$ cat src/design/ucd_pkg.sv
// shared types and constants for the undirected cycle detector
// used by ucd_ctrl, ucd_datapath and undirected_cycle_detect_core
`default_nettype none
package ucd_pkg;

  localparam int DEF_MAX_VERTICES = 1024;
  localparam int DEF_MAX_DEGREE   = 16;
  localparam int VTX_W            = 10;
  localparam int CNT_W            = 11;
  localparam int IN_W             = 32;
  localparam int OUT_W            = 8;

  typedef enum logic [3:0] {
    ST_CLEAR,
    ST_LOAD,
    ST_R_RD,
    ST_R_CHK,
    ST_Q_RD,
    ST_Q_DAT,
    ST_L_DAT,
    ST_N_RD,
    ST_N_DAT,
    ST_V_CHK,
    ST_DONE
  } state_t;

  typedef struct packed {
    logic accept_ok;
    logic clr_en;
    logic walk_init;
    logic root_rd;
    logic root_mark;
    logic root_next;
    logic q_rd;
    logic cur_load;
    logic len_load;
    logic n_rd;
    logic nb_take;
    logic mark_nb;
    logic found;
    logic finish;
  } cmd_t;

  typedef struct packed {
    logic last_pending;
    logic clr_last;
    logic root_end;
    logic vis_set;
    logic q_empty;
    logic k_end;
    logic nb_skip;
    logic out_busy;
  } status_t;

endpackage
`default_nettype wire

$ cat src/design/ucd_ctrl.sv
// controller state machine for the undirected cycle detector
// depends on ucd_pkg; drives the datapath through cmd_t, reads status_t
`default_nettype none
module ucd_ctrl (
  input  wire logic              clk,
  input  wire logic              rst,
  input  wire ucd_pkg::status_t  st,
  output ucd_pkg::cmd_t          cmd,
  output ucd_pkg::state_t        state
);
  import ucd_pkg::*;

  state_t state_next;

  always_ff @(posedge clk) begin
    if (rst) begin
      state <= ST_CLEAR;
    end else begin
      state <= state_next;
    end
  end

  always_comb begin
    state_next = state;
    unique case (state)
      ST_CLEAR: if (st.clr_last) state_next = ST_LOAD;
      ST_LOAD:  if (st.last_pending) state_next = ST_R_RD;
      ST_R_RD:  state_next = st.root_end ? ST_DONE : ST_R_CHK;
      ST_R_CHK: state_next = st.vis_set ? ST_R_RD : ST_Q_RD;
      ST_Q_RD:  state_next = st.q_empty ? ST_R_RD : ST_Q_DAT;
      ST_Q_DAT: state_next = ST_L_DAT;
      ST_L_DAT: state_next = ST_N_RD;
      ST_N_RD:  state_next = st.k_end ? ST_Q_RD : ST_N_DAT;
      ST_N_DAT: state_next = st.nb_skip ? ST_N_RD : ST_V_CHK;
      ST_V_CHK: state_next = st.vis_set ? ST_DONE : ST_N_RD;
      ST_DONE:  if (!st.out_busy) state_next = ST_CLEAR;
      default:  state_next = ST_CLEAR;
    endcase
  end

  always_comb begin
    cmd = '0;
    unique case (state)
      ST_CLEAR: cmd.clr_en = 1'b1;
      ST_LOAD: begin
        cmd.accept_ok = !st.last_pending;
        cmd.walk_init = st.last_pending;
      end
      ST_R_RD:  cmd.root_rd = !st.root_end;
      ST_R_CHK: begin
        cmd.root_mark = !st.vis_set;
        cmd.root_next = st.vis_set;
      end
      ST_Q_RD: begin
        cmd.q_rd      = !st.q_empty;
        cmd.root_next = st.q_empty;
      end
      ST_Q_DAT: cmd.cur_load = 1'b1;
      ST_L_DAT: cmd.len_load = 1'b1;
      ST_N_RD:  cmd.n_rd = !st.k_end;
      ST_N_DAT: cmd.nb_take = 1'b1;
      ST_V_CHK: begin
        cmd.mark_nb = !st.vis_set;
        cmd.found   = st.vis_set;
      end
      ST_DONE:  cmd.finish = !st.out_busy;
      default:  cmd = '0;
    endcase
  end

endmodule
`default_nettype wire

$ cat config.mk
export PLATFORM = sky130hd
export DESIGN_NAME = ucd_ctrl
export DESIGN_NICKNAME = d
export VERILOG_FILES = /design/src/design/ucd_pkg.sv /design/src/design/ucd_ctrl.sv
export SDC_FILE = /design/constraint.sdc
export NUM_CORES = 1
export LEC_CHECK = 0
export BUFFER_PORTS_ARGS = -buffer_cell sky130_fd_sc_hd__buf_2
export CORE_AREA = 2 2 39 41
export CTS_CLUSTER_SIZE = 8
export DETAILED_ROUTE_END_ITERATION = 8
export DIE_AREA = 0 0 41 43
export PLACE_DENSITY = 0.63
export SETUP_SLACK_MARGIN = 0.02
export SYNTH_ARGS = -nofsm -noshare
export SYNTH_HDL_FRONTEND = slang
export SYNTH_SLANG_ARGS = --single-unit
$ cat constraint.sdc
create_clock -name clk -period 1.6 [get_ports clk]
set_input_delay 0 -clock clk [delete_from_list [all_inputs] [get_ports clk]]
set_output_delay 0 -clock clk [all_outputs]
set_load 0.01 [all_outputs]
# Yosys cells after proc, flatten, opt, wreduce, memory -nomap -nowiden

Index checks and enable logic that the tools add are counted.

Register bits after elaboration: 4
Input port bits: 10
Output and inout bits: 18
Logic and storage cells: 45

Equality and inequality tests: 13
Mux-type cells: 23
Reduce and logical (&&, ||, !) cells: 8

Operators with widths:

| kind                                          | number |
|---|---|
| case mux 4 bit (11 select lines)              | 1 |
| two-way mux 4 bit                             | 7 |
| == test 4 x 3 -> 1 bit, second input constant | 4 |
| == test 4 bit, second input constant          | 3 |
| two-way mux 1 bit                             | 11 |
| == test 4 x 2 -> 1 bit, second input constant | 2 |
| zero test 1 bit                               | 6 |
| two-way mux 3 bit                             | 2 |
| != test 2 bit, second input constant          | 3 |
| == test 4 x 1 -> 1 bit, second input constant | 1 |
| zero test 4 bit                               | 1 |
| AND reduction 3 bit                           | 1 |
| two-way mux 2 bit                             | 1 |
| case mux 1 bit (2 select lines)               | 1 |

# Depth between registers and ports, before layout

Depth after elaboration: 3
Mapped depth: 6
Depth with buffers taken out: 5

# Least setup slack after synthesis

No wires, ideal clock.

Kind: reg-to-reg
From: reg state[1]
To: reg state[0]
Setup time: 0.114 ns
Arrival: 1.349 ns
Required time: 1.486 ns
Slack: 0.137 ns
Stages on the path, launching flop included: 7
Buffers on the path: 1
Clock period less this slack: 1.463 ns
Cells stage by stage: dfxtp_1 or2_1 buf_6 or3_1 o211a_1 a21oi_1 nor2_1

Word-level cells in the longest chain between the ends: 3
Elaborated cells between the ends (all ways): 16
Classes of those cells: 13 x eq/ne; 1 x mux; 2 x reduce/logical

Ends and longest elaborated chain:

| element                                              | line           | text |
|---|---|---|
| start: declaration                                   | ucd_ctrl.sv:9  | `output ucd_pkg::state_t state` |
| start signal: assignment                             | ucd_ctrl.sv:19 | `state <= state_next;` |
| == test 4 x 1 -> 1 bit, or another cell as far along | ucd_ctrl.sv:25 | `unique case (state)` |
| != test 2 bit (no line)                              | -              |  |
| AND reduction 3 bit (no line)                        | -              |  |

Parallel ways exist; a longest one is shown, timed or not.
A chain may end at the register's enable or synchronous reset.

==> results by group <==
Outcome
  • Status: finished, final reports clean

Worst setup path
  • R2R Setup Slk: 0.16 ns
  • Reg-to-Reg End: state[0]
  • RR Startpoint: state[3]
  • Req. time, crit path: 1.60 ns
  • Worst-path maximum fanout: 11
  • Setup Crit Path Kind: flop to primary output
  • CP Capture Type: primary output
  • Crit path DAT: 1.51 ns
  • Worst Setup Start Kind: flop
  • R2R cell count: 5

Yosys
  • Most frequent cell after synthesis: nor2_1
  • Post-synth EDFFs: 0
  • Gate Count Post-Synth: between 70 and 80
  • Synth Flop Type: dfxtp_1
  • Post-Synth Simple-Gate Area: 0.4814
  • Mapped cell area: 470.5 um^2
  • Adder-cell area share of the yosys netlist: 0
  • Post-synthesis register bit count: 4
  • Post-synth top cells: 12 x nor2_1, 9 x nor3_1, 7 x a21oi_1, 7 x nand2_1, 5 x nor2b_1
  • Ys Warns: 0
  • Largest family of logic cells by synthesized area: simple AND/OR/NAND/NOR gates
  • Main area contributors after synthesis: dfxtp_1 17%, nor3_1 9.6%, nor2_1 9.6%, a21oi_1 7.4%, nor2b_1 6.6%
  • Seq/Total Area, Yosys: 0.1702
  • XOR/XNOR share of the synthesized area: 0.01862
  • Async SR Flop Fraction: 0
  • Post-synthesis compound-gate area fraction: 0.2420
  • Synth top area share: 0.1702
  • Net Count, Synth: 86
  • Syn avg cell area: ~6.2 um^2
  • Area leader, netlist: dfxtp_1
  • Portion of netlist area occupied by mux cells: 0
  • Unique masters post-synth: 25

CTS
  • Worst-Skew Late Latency: 0.24 ns
  • Setup Fix Bufs, Post-CTS: 0
  • Root buffer cell: clkbuf_4
  • H-Tree Depth: 1
  • Maximum clock insertion buffer count: 2
  • Clock slew at reported path FFs: 0.04 ns
  • Sink Count: 4
  • CTS tree: done
  • CTS Buf Count: 3

Place
  • Post-DP HPWL: 1100 um
  • Placer Congestion: 0.8077
  • Port-buffer cells: 27
  • Placed cell areas: 633.1 um^2

Detailed routing
  • Final ANT Viol Nets: 0
  • DR iter-0 viols: 18
  • DRC violations left: 0
  • Final WL: 1421 um
  • 1st-pass router iterations: 4
  • Vias per Instance: 5.358
  • Drt wl/cell: 11.55 um
  • Vias: 659

STA
  • Minimum clock period: ~1.5 ns
  • Final number of setup-violating endpoints: 0
  • Worst-Margin Slew: 0.2484 ns
  • Slew Viols, Final: 0
  • FMAX: 661.7 MHz
  • Tcrit/Tclk final: 0.9445
  • Clock skew: 0.009493 ns
  • RSZ-0062 raised after global routing: false
  • Slew headroom: 0.8331
  • Final Hold Vio Count: 0
  • Setup TNS after final layout: 0 ns

GRT
  • Largest net degree at the start of global routing: 14
  • Initial antenna violation count: 0
  • Vias in the first global route: 534
  • GR Util All Layers: 0.1827
  • Global route overflow: 0
  • First-pass GRT wire length: ~2200 um

Cells and area
  • Most flops, register: state
  • Register area: approximately 84 um^2
  • Max reg flops: 4
  • Largest regs: state: 4 flops
  • Share of cells above drive strength 1: 0.3551
  • Antenna diode count: 0
  • Fillers: 140
  • Final instance area: 674.4 um^2
  • Synthesis-to-layout area growth: 43.35%
  • Final net count: 119
  • Area of the multi-input gates: 354.1 um^2

Die
  • Chip Height: 43 um
  • Ports: 28
  • Initial Util: 0.3400
  • Die W: 41 um
  • Core area: around 1400 um^2
  • Die area: 1763 um^2
  • Num rows: 14

Pwr
  • Static Leak: 0.3413 nW
  • Pwr Density: approximately 1200 nW/um^2
  • VDD IR max: 0.0003883 V

Worst hold path
  • Hold Crit Depth: 3
  • Hold Startpoint: st[0]
  • Hold worst-path end: state[1]
  • Hold Crit Class: primary input to flop

Job
  • Max Cap Viol: 0
-- through the flow --
| stage | power (mW) | hold slack [ns] | worst slack, ns | instances | util |
|---|---|---|---|---|---|
| 5_1_grt | 0.9089 | 0.08648 | 0.03418 | 123 | 0.4873 |
| 2_1_floorplan | 0.5329 | 0.05440 | 0.1373 | 76 | - |
| 3_5_place_dp | 0.6973 | 0.2113 | 0.1778 | 119 | 0.4575 |
| 4_1_cts | 0.8271 | 0.07224 | 0.03188 | 123 | 0.4810 |
| 3_3_place_gp | 0.7016 | 0.2140 | 0.1963 | 119 | 0.4575 |
| 6_report | 0.8330 | 0.08127 | 0.08885 | 123 | 0.4873 |
-- per-layer routing --
layer	global-route usage	part of all wire
met4	0.08000	0.011
met1	0.2444	0.43
met5	0	0
met3	0.04712	0.091
met2	0.2656	0.47
-- timing repair --
action / in CTS / in global routing
hold buffers: 1 / 0
endpoints found under the hold margin: 4 / 0
resized for setup: 0 / 3
endpoints found under the setup margin: 0 / 2
-- report_power, final --
group	internal [mW]	switching, mW
logic	0.237	0.306
clock network	0.0842	0.0459
registers	0.127	0.0332
-- cells by family after synthesis --
logic type	after synthesis
buf+inv	8
flops	4
simple gates	45
compound gates	18
xor+xnor	1
-- critical path, stage by stage, from the launching register on --
cell     delay (ns)
dfxtp_4        0.37
or2_1          0.22
buf_4          0.17
or3_4          0.33
inv_1          0.06
buf_2          0.12
-- worst max path at each step --
stage	from	endpoint	slack (ns)	cells past startpoint
after global routing	state[2]	cmd[1]	0.03	5
after floorplan	state[1]	state[0]	0.14	6
after detailed placement	state[3]	state[0]	0.18	5
after CTS	state[2]	cmd[1]	0.03	5
final	state[2]	cmd[1]	0.09	5
after global placement	state[2]	state[0]	0.20	6
-- final cells by class --
cell class                      count  share of cell area
Multi-Input combinational cell     64              0.5250
Timing Repair Buffer               33              0.2709
Sequential cell                     4              0.1243
Clock buffer                        3             0.03340
Tap cell                           16             0.02968
Inverter                            3             0.01670
-- layout by cell type (no fill, tap or decap), drive strengths merged --
| master | synthesis | final |
|---|---|---|
| a31oi | 2 | 2 |
| inv | 3 | 3 |
| a32oi | 2 | 2 |
| o21ai | 3 | 3 |
| nand2 | 7 | 7 |
| nand3b | 1 | 1 |
| nor2b | 5 | 5 |
| dlygate4sd3 | 0 | 1 |
| a21oi | 7 | 7 |
| nor4bb | 1 | 1 |
| xnor2 | 1 | 1 |
| buf | 4 | 32 |
| clkbuf | 1 | 3 |
| o2bb2ai | 1 | 1 |
| a2bb2oi | 1 | 1 |
| o22ai | 1 | 1 |
| nor2 | 12 | 12 |
| dfxtp | 4 | 4 |
| o211a | 1 | 1 |
| nor3 | 9 | 9 |
| or3 | 3 | 3 |
| nand3 | 1 | 1 |
| nand2b | 4 | 4 |
| or2 | 2 | 2 |
(Power assumes the default switching activity.)
